==> src/hdl/tsms_pkg.sv <==
// ----------------------------------------------------------------------------
// tsms_pkg
// Types and constants shared by the tempo-scaled melody sequencer.
// ----------------------------------------------------------------------------
`default_nettype none

package tsms_pkg;

	localparam int unsigned TABLE_DEPTH_DEF = 64;
	localparam int unsigned BASE_TEMPO      = 100;
	localparam logic [15:0] LIMIT_MAX       = 16'hFFFF;

	localparam int unsigned CFG_DATA_W  = 16;
	localparam int unsigned CFG_INDEX_W = 2;

	localparam logic [CFG_INDEX_W-1:0] REG_TEMPO   = 2'd0;
	localparam logic [CFG_INDEX_W-1:0] REG_LENGTH  = 2'd1;
	localparam logic [CFG_INDEX_W-1:0] REG_SILENCE = 2'd2;

	localparam logic [7:0]  TEMPO_RST   = 8'd100;
	localparam logic [6:0]  LENGTH_RST  = 7'd1;
	localparam logic [15:0] SILENCE_RST = 16'd0;

	localparam logic CMD_LOAD = 1'b0;
	localparam logic CMD_TICK = 1'b1;

	typedef struct packed {
		logic        cmd;
		logic        play;
		logic [5:0]  entry_index;
		logic [15:0] entry_note;
		logic [15:0] entry_duration;
	} tsms_in_t;

	typedef struct packed {
		logic        tone_on;
		logic [15:0] tone_note;
		logic        finished;
	} tsms_out_t;

	typedef enum logic [2:0] {
		ST_IDLE,
		ST_READ,
		ST_MUL,
		ST_DIV,
		ST_CHECK,
		ST_FINAL,
		ST_EMIT
	} tsms_state_t;

endpackage

`default_nettype wire

==> src/hdl/tsms_ram.sv <==
// ----------------------------------------------------------------------------
// tsms_ram
// Generic single-write, single-read RAM with registered read data.
// ----------------------------------------------------------------------------
`default_nettype none

module tsms_ram #(
	parameter int unsigned Width = 32,
	parameter int unsigned Depth = 64
) (
	input  wire logic                     clk,
	input  wire logic                     we,
	input  wire logic [$clog2(Depth)-1:0] waddr,
	input  wire logic [Width-1:0]         wdata,
	input  wire logic [$clog2(Depth)-1:0] raddr,
	output logic      [Width-1:0]         rdata
);

	logic [Width-1:0] mem_q [Depth];
	logic [Width-1:0] rdata_q;

	always_ff @(posedge clk) begin
		if (we) begin
			mem_q[waddr] <= wdata;
		end
		rdata_q <= mem_q[raddr];
	end

	assign rdata = rdata_q;

endmodule

`default_nettype wire

==> src/hdl/tempo_scaled_melody_sequencer.sv <==
// ----------------------------------------------------------------------------
// tempo_scaled_melody_sequencer
// Plays a loaded note/duration table on millisecond ticks, each duration
// scaled by 100/tempo through a bit-serial divider.
// ----------------------------------------------------------------------------
//  channel  | signals                            | beat
//  ---------+------------------------------------+-----------------------------
//  item     | item_valid, item_stall, item       | load entry or one tick
//  result   | result_valid, result_stall, result | tone state after each item
//  config   | cfg_we, cfg_index, cfg_data        | one register write
//
//  a load or a stop tick goes straight to the result; a play tick may pass
//  through the table read and the restoring divider, at most twice
//  one item is in work at a time; item_stall is high until it is finished
//  the result register holds while result_stall is high; the next item can
//  be taken while it waits
//  arst_n clears control state; the table contents stay undefined
// ----------------------------------------------------------------------------
`default_nettype none

module tempo_scaled_melody_sequencer #(
	parameter int unsigned TABLE_DEPTH = tsms_pkg::TABLE_DEPTH_DEF
) (
	input  wire logic                                clk,
	input  wire logic                                arst_n,
	input  wire logic                                item_valid,
	output logic                                     item_stall,
	input  wire tsms_pkg::tsms_in_t                  item,
	output logic                                     result_valid,
	input  wire logic                                result_stall,
	output tsms_pkg::tsms_out_t                      result,
	input  wire logic                                cfg_we,
	input  wire logic [tsms_pkg::CFG_INDEX_W-1:0]    cfg_index,
	input  wire logic [tsms_pkg::CFG_DATA_W-1:0]     cfg_data
);

	import tsms_pkg::*;

	localparam int unsigned AddrW = $clog2(TABLE_DEPTH);

	tsms_state_t state_q, state_d;

	logic [7:0]  tempo_q;
	logic [6:0]  length_q;
	logic [15:0] silence_q;

	logic [6:0]  note_index_q;
	logic [15:0] tick_q;
	logic [15:0] limit_q;
	logic        armed_q;
	logic        done_q;
	logic        tone_on_q;
	logic [15:0] tone_note_q;
	logic        first_q;

	logic [7:0]  rem_q;
	logic [15:0] quo_q;
	logic [3:0]  bit_cnt_q;

	logic        result_valid_q;
	tsms_out_t   result_q;

	logic              accept;
	logic              ram_we;
	logic [AddrW-1:0]  ram_waddr;
	logic [AddrW-1:0]  ram_raddr;
	logic [31:0]       ram_rdata;

	logic [8:0]  len;
	logic [6:0]  index_next;
	logic        advance;
	logic        in_melody;
	logic [22:0] dividend;
	logic        saturate;
	logic [8:0]  trial;
	logic        trial_ge;
	logic [8:0]  trial_diff;
	logic        emit_free;

	// config registers
	always_ff @(posedge clk or negedge arst_n) begin
		if (!arst_n) begin
			tempo_q   <= TEMPO_RST;
			length_q  <= LENGTH_RST;
			silence_q <= SILENCE_RST;
		end else if (cfg_we) begin
			unique case (cfg_index)
				REG_TEMPO:   tempo_q   <= cfg_data[7:0];
				REG_LENGTH:  length_q  <= cfg_data[6:0];
				REG_SILENCE: silence_q <= cfg_data;
				default: ;
			endcase
		end
	end

	assign accept    = item_valid && !item_stall;
	assign ram_we    = accept && (item.cmd == CMD_LOAD)
		&& (9'(item.entry_index) < 9'(TABLE_DEPTH));
	assign ram_waddr = AddrW'(item.entry_index);
	assign ram_raddr = AddrW'(note_index_q);

	tsms_ram #(
		.Width (32),
		.Depth (TABLE_DEPTH)
	) u_table (
		.clk   (clk),
		.we    (ram_we),
		.waddr (ram_waddr),
		.wdata ({item.entry_note, item.entry_duration}),
		.raddr (ram_raddr),
		.rdata (ram_rdata)
	);

	assign len        = (9'(length_q) > 9'(TABLE_DEPTH)) ? 9'(TABLE_DEPTH) : 9'(length_q);
	assign index_next = note_index_q + 7'd1;
	assign advance    = tick_q >= limit_q;
	assign in_melody  = 9'(index_next) < len;
	assign dividend   = 23'(ram_rdata[15:0]) * 23'(BASE_TEMPO);
	assign saturate   = {1'b0, dividend[22:16]} >= tempo_q;
	assign trial      = {rem_q, quo_q[15]};
	assign trial_ge   = trial >= {1'b0, tempo_q};
	assign trial_diff = trial - {1'b0, tempo_q};
	assign emit_free  = !result_valid_q || !result_stall;

	always_ff @(posedge clk or negedge arst_n) begin
		if (!arst_n) begin
			state_q <= ST_IDLE;
		end else begin
			state_q <= state_d;
		end
	end

	always_comb begin
		state_d    = state_q;
		item_stall = 1'b1;
		unique case (state_q)
			ST_IDLE: begin
				item_stall = 1'b0;
				if (item_valid) begin
					if (item.cmd == CMD_TICK && item.play) begin
						state_d = armed_q ? ST_READ : ST_CHECK;
					end else begin
						state_d = ST_EMIT;
					end
				end
			end
			ST_READ: begin
				state_d = ST_MUL;
			end
			ST_MUL: begin
				if (!saturate) begin
					state_d = ST_DIV;
				end else begin
					state_d = first_q ? ST_CHECK : ST_FINAL;
				end
			end
			ST_DIV: begin
				if (bit_cnt_q == 4'hF) begin
					state_d = first_q ? ST_CHECK : ST_FINAL;
				end
			end
			ST_CHECK: begin
				state_d = (advance && in_melody) ? ST_READ : ST_FINAL;
			end
			ST_FINAL: begin
				state_d = ST_EMIT;
			end
			ST_EMIT: begin
				if (emit_free) begin
					state_d = ST_IDLE;
				end
			end
			default: begin
				state_d = ST_IDLE;
			end
		endcase
	end

	// sequencer state
	always_ff @(posedge clk or negedge arst_n) begin
		if (!arst_n) begin
			note_index_q   <= '0;
			tick_q         <= '0;
			limit_q        <= '0;
			armed_q        <= 1'b1;
			done_q         <= 1'b0;
			tone_on_q      <= 1'b0;
			tone_note_q    <= '0;
			first_q        <= 1'b0;
			result_valid_q <= 1'b0;
		end else begin
			if (state_q == ST_EMIT && emit_free) begin
				result_valid_q <= 1'b1;
			end else if (result_valid_q && !result_stall) begin
				result_valid_q <= 1'b0;
			end
			unique case (state_q)
				ST_IDLE: begin
					if (accept && item.cmd == CMD_TICK) begin
						if (item.play) begin
							first_q <= armed_q;
							if (armed_q) begin
								armed_q      <= 1'b0;
								note_index_q <= '0;
								tick_q       <= '0;
								done_q       <= 1'b0;
							end
						end else begin
							armed_q     <= 1'b1;
							tone_on_q   <= 1'b0;
							tone_note_q <= '0;
						end
					end
				end
				ST_MUL: begin
					if (!first_q) begin
						if (ram_rdata[31:16] != silence_q) begin
							tone_on_q   <= 1'b1;
							tone_note_q <= ram_rdata[31:16];
						end else begin
							tone_on_q   <= 1'b0;
							tone_note_q <= '0;
						end
					end
					if (saturate) begin
						limit_q <= LIMIT_MAX;
						first_q <= 1'b0;
					end
				end
				ST_DIV: begin
					if (bit_cnt_q == 4'hF) begin
						limit_q <= {quo_q[14:0], trial_ge};
						first_q <= 1'b0;
					end
				end
				ST_CHECK: begin
					if (advance) begin
						note_index_q <= index_next;
						tick_q       <= '0;
					end
				end
				ST_FINAL: begin
					if (9'(note_index_q) >= len) begin
						tone_on_q   <= 1'b0;
						tone_note_q <= '0;
						armed_q     <= 1'b1;
						done_q      <= 1'b1;
					end
					if (tick_q != LIMIT_MAX) begin
						tick_q <= tick_q + 16'd1;
					end
				end
				default: ;
			endcase
		end
	end

	// divider and result payload
	always_ff @(posedge clk) begin
		if (state_q == ST_MUL) begin
			rem_q     <= dividend[22:16] == 7'd0 ? 8'd0 : {1'b0, dividend[22:16]};
			quo_q     <= dividend[15:0];
			bit_cnt_q <= '0;
		end else if (state_q == ST_DIV) begin
			rem_q     <= trial_ge ? trial_diff[7:0] : trial[7:0];
			quo_q     <= {quo_q[14:0], trial_ge};
			bit_cnt_q <= bit_cnt_q + 4'd1;
		end
		if (state_q == ST_EMIT && emit_free) begin
			result_q.tone_on   <= tone_on_q;
			result_q.tone_note <= tone_note_q;
			result_q.finished  <= done_q;
		end
	end

	assign result_valid = result_valid_q;
	assign result       = result_q;

endmodule

`default_nettype wire

==> config.mk <==
export PLATFORM = sky130hd
export DESIGN_NAME = tempo_scaled_melody_sequencer
export DESIGN_NICKNAME = d
export VERILOG_FILES = /design/src/hdl/tsms_pkg.sv /design/src/hdl/tsms_ram.sv /design/src/hdl/tempo_scaled_melody_sequencer.sv
export SDC_FILE = /design/constraint.sdc
export NUM_CORES = 2
export LEC_CHECK = 0
export ABC_AREA = 0
export BUFFER_PORTS_ARGS = -buffer_cell sky130_fd_sc_hd__buf_2
export CAP_MARGIN = 20
export CORE_MARGIN = 4
export CORE_UTILIZATION = 57
export CTS_BUF_LIST = sky130_fd_sc_hd__clkbuf_16
export CTS_CLUSTER_DIAMETER = 60
export DETAILED_ROUTE_END_ITERATION = 7
export PLACE_DENSITY = 0.76
export SLEW_MARGIN = 15
export SYNTH_ARGS = -nofsm -noshare
export SYNTH_HDL_FRONTEND = slang
export SYNTH_SLANG_ARGS = --single-unit
==> constraint.sdc <==
create_clock -name clk -period 3.95 [get_ports clk]
set_input_delay 0.5925 -clock clk [delete_from_list [all_inputs] [get_ports clk]]
set_output_delay 0.5925 -clock clk [all_outputs]
set_load 0.05 [all_outputs]
==> impl_metrics.csv <==
group,metric,value,unit
min_path,hp-class,"primary input to register",
critical_path,cp_cell_sequence,"ha_4, ha_4, inv_2, fa_1, inv_2, ha_4, o211ai_1, a21oi_2, o211ai_1, o211ai_1, a21oi_1, xnor2_1, ha_1, nand4_1, and3_1, o21ai_2, and2_4, o211a_4, o22a_1",
timing,relSlewSlack,18.21,%
critical_path,cp.arrival,4.89,ns
critical_path,cp.required,4.63,ns
synthesis,synth_top_family_by_area,"multiplexers",
power_and_ir_drop,clkPwrFrac,28.7,%
min_path,worstHoldEndpoint,"tempo_q[3]",
timing,clock.fmax,237.5,MHz
grt,grt_max_degree,99,
synthesis,ys.warnings.count,0,
timing,min_period,4.210,ns
routing,via_per_inst,6.725,
synthesis,synth_top_area_share,72.19,%
die,ios,83,
timing,worstMarginPinSlew,1.224,ns
critical_path,worstSetupEndpointType,"register",
power_and_ir_drop,p_per_area,695.7,nW/um^2
power_and_ir_drop,p_leak,0.03229,uW
synthesis,seq_area_frac_synth,75.78,%
grt,antenna_found_initial,6,
synthesis,async_reset_ff_share,4.234,%
routing,drt_iter0_markers,6027,
outcome,failed_checks,"setup timing",
timing,finalMaxSlewViolations,0,
grt,grt_use_total,27.71,%
final_layout,multi_input_area,20550,um^2
power_and_ir_drop,pwr-share-comb,31.8,%
final_layout,final-seq-area,65850,um^2
power_and_ir_drop,p_seq_share,39.6,%
synthesis,yosys.area_share.xor_xnor,0.3630,%
synthesis,synthSimpleGateAreaFrac,2.011,%
synthesis,ys_types,77,
routing,post_drt_wl_per_cell,32.35,um
final_layout,final_common_cell,"edfxtp_1",
clock_network,clk_pin_slew_worst_paths,0.06,ns
routing,drt_pre_antenna_iters,7,
critical_path,ff2ff_setup_slack,-0.26,ns
final_layout,final_cell_mix,"edfxtp_1 (2,088), mux4_2 (512), buf_4 (237)",
final_layout,syn_to_final_growth,14.17,%
synthesis,synth_nets,4325,
timing,setup_ws,-0.2602,ns
grt,grt_pass1_vias,46234,
placement,portBuffers,82,
critical_path,start_kind,"register",
grt,grt_pass1_wl,316.5,mm
critical_path,path_class,"register to register",
placement,gp_congestion,0.8506,
run,maxCapViolCount,0,
routing,ant_nets,0,
min_path,hold_depth,3,
placement,dpl.hpwl,119.0,mm
synthesis,syn_avg_cell_area,20.93,um^2
final_layout,layout-drive-gt1-share,28.34,%
die,core_area,150700,um^2
timing,clock_skew,0.05647,ns
power_and_ir_drop,ir_worst_vdd,0.7308,mV
timing,period_share,106.6,%
grt,gr-total-overflow,0,
critical_path,max_stage_delay,0.48,ns
clock_network,cts_buffers,213,
synthesis,syn_area,86850,um^2
synthesis,synth.area.top_cells,"edfxtp_1 (72%), mux4_2 (13%), dfrtp_1 (2.6%), ha_1 (1.4%), a22oi_1 (1.4%)",
synthesis,yosysTopAreaCell,"edfxtp_1",
outcome,status,"finished, violations left",
clock_network,cts_buffer_depth,3,
critical_path,rr_worst_depth,19,
synthesis,synth-edff-count,2088,
synthesis,yosys_most_used_dff,"edfxtp_1",
final_layout,fillCellCount,9316,
synthesis,muxShareOfSynthArea,13.74,%
die,die-area,158700,um^2
power_and_ir_drop,power.internal,48070,uW
timing,tns,-4.612,ns
routing,vias,45107,
clock_network,htree_levels,4,
synthesis,synth_compound_area_share,4.865,%
die,die_x,398.4,um
timing,hold_viol_final,0,
synthesis,syn_inst,4150,
clock_network,clk_latency,0.84,ns
critical_path,reg2reg_from,"u_table.rdata[4]",
power_and_ir_drop,p_sw_share,30.32,%
clock_network,cts_tree,"built",
clock_network,root_buffer,"clkbuf_16",
final_layout,final_core_util,65.82,%
synthesis,ys_seq_elements,2220,
critical_path,critical_path.max_fanout,8,
final_layout,fin_nets,4683,
routing,drc,0,
timing,holdWs,0.06515,ns
critical_path,cpMaxStageDelayCell,"fa_1",
timing,rsz0062_at_grt,"yes",
critical_path,r2r_end,"limit_q[5]",
die,die_y,398.4,um
routing,wl,217.0,mm
timing,final-setup-viol-count,20,
min_path,worstHoldStart,"cfg_data[3]",
clock_network,numClockSinks,2220,
die,rows,142,
power_and_ir_drop,p_sw,20920,uW
synthesis,synth_fa_ha_area_share,1.717,%
die,start_util,57.65,%
## power groups by stage
stage / sequential, uW / clock, uW / combinational, uW
finish: 27300 / 19800 / 21900
detailed placement: 27800 / 0 / 21100
global route: 27400 / 21100 / 23700
global placement: 27700 / 0 / 20700
floorplan: 27600 / 0 / 13800
CTS: 27300 / 20000 / 21800
## what timing repair did
| item | 4_1_cts | 5_1_grt |
|---|---|---|
| cloned | 1 | 0 |
| setup buffers | 2 | 1 |
| endpoints found under the setup margin | 20 | 20 |
| hold buffers | 11 | 0 |
| endpoints found under the hold margin | 56 | 0 |
| resized for setup | 23 | 6 |
| pin swaps | 19 | 9 |
## final cells by class
type	count	area share, %
diodes	5	0.01262
clock buffers	214	5.400
clock inverters	179	1.486
inverters	86	0.3255
multi-input cells	1622	20.73
flip-flops and latches	2220	66.41
well taps	2016	2.544
repair buffers	365	3.094
## state kept, by name, indices dropped and copies added, names as in the netlist
name           cells
armed_q            1
bit_cnt_q          4
done_q             1
first_q            1
length_q           7
limit_q           16
note_index_q       7
quo_q             16
rem_q              8
result            18
result_valid       1
silence_q         16
state_q            3
tempo_q            8
tick_q            16
tone_note_q       16
tone_on_q          1
u_table.mem_q   2048
u_table.rdata     32
## synth_stat cells, drive strengths merged (13+ instances only)
library cell	number
a21oi	38
dfxtp	38
o21ai	55
nand3	24
o22a	17
o221ai	32
edfxtp	2088
a221oi	64
xnor2	30
o31ai	23
nor2b	13
mux2	26
inv	86
nand2	140
a22oi	160
clkbuf	116
dfrtp	89
nand4	16
mux4	512
a22o	83
ha	100
nor2	116
buf	107
## kinds of logic (layout without fill, tap and decap cells)
group,count (synthesis),in the layout
DFF,2220,2220
muxes,549,549
other,0,5
adders and majority gates,112,112
buffers and inverters,309,844
xor gates and xnor gates,36,36
AOI/OAI and AO/OA,552,553
and+or+nand+nor,372,372
## worst max path at each step
stage	startpoint	to	slack (ns)
2_1_floorplan	u_table.rdata[6]	limit_q[10]	-0.12
3_3_place_gp	u_table.rdata[4]	limit_q[14]	-0.42
3_5_place_dp	u_table.rdata[4]	limit_q[12]	-0.56
4_1_cts	u_table.rdata[4]	limit_q[5]	-0.27
5_1_grt	u_table.rdata[6]	limit_q[3]	-0.42
6_report	u_table.rdata[4]	limit_q[5]	-0.26
## critical path: cells and delay by family (launching register included)
family          cells  cell delay (ns)
compound gates      8             1.51
xor+xnor            1             0.09
buf+inv             2             0.08
fa+ha+maj           5             1.55
simple gates        3             0.47
flops               1             0.37
## routing by layer
metal / part of all wire, % / up-vias / track usage [%]
met3: 10 / 505 / 6.217
met1: 36 / 23516 / 36.25
met5: 0.012 / - / 0
met4: 4.9 / 4 / 11.99
met2: 49 / 2920 / 45.40
li1: - / 18162 / -
## per-stage QoR
stage / area (um^2) / setup slack [ns] / total power [uW] / instances
global route: 99150 / -0.4226 / 72130 / 6702
finish: 99160 / -0.2602 / 68990 / 6707
CTS: 99030 / -0.2672 / 69060 / 6698
detailed placement: 91980 / -0.5635 / 48820 / 6291
floorplan: 87090 / -0.1196 / 41340 / 4150
global placement: 91980 / -0.4182 / 48450 / 6291
Note: power is estimated with default switching activity, not from simulation.
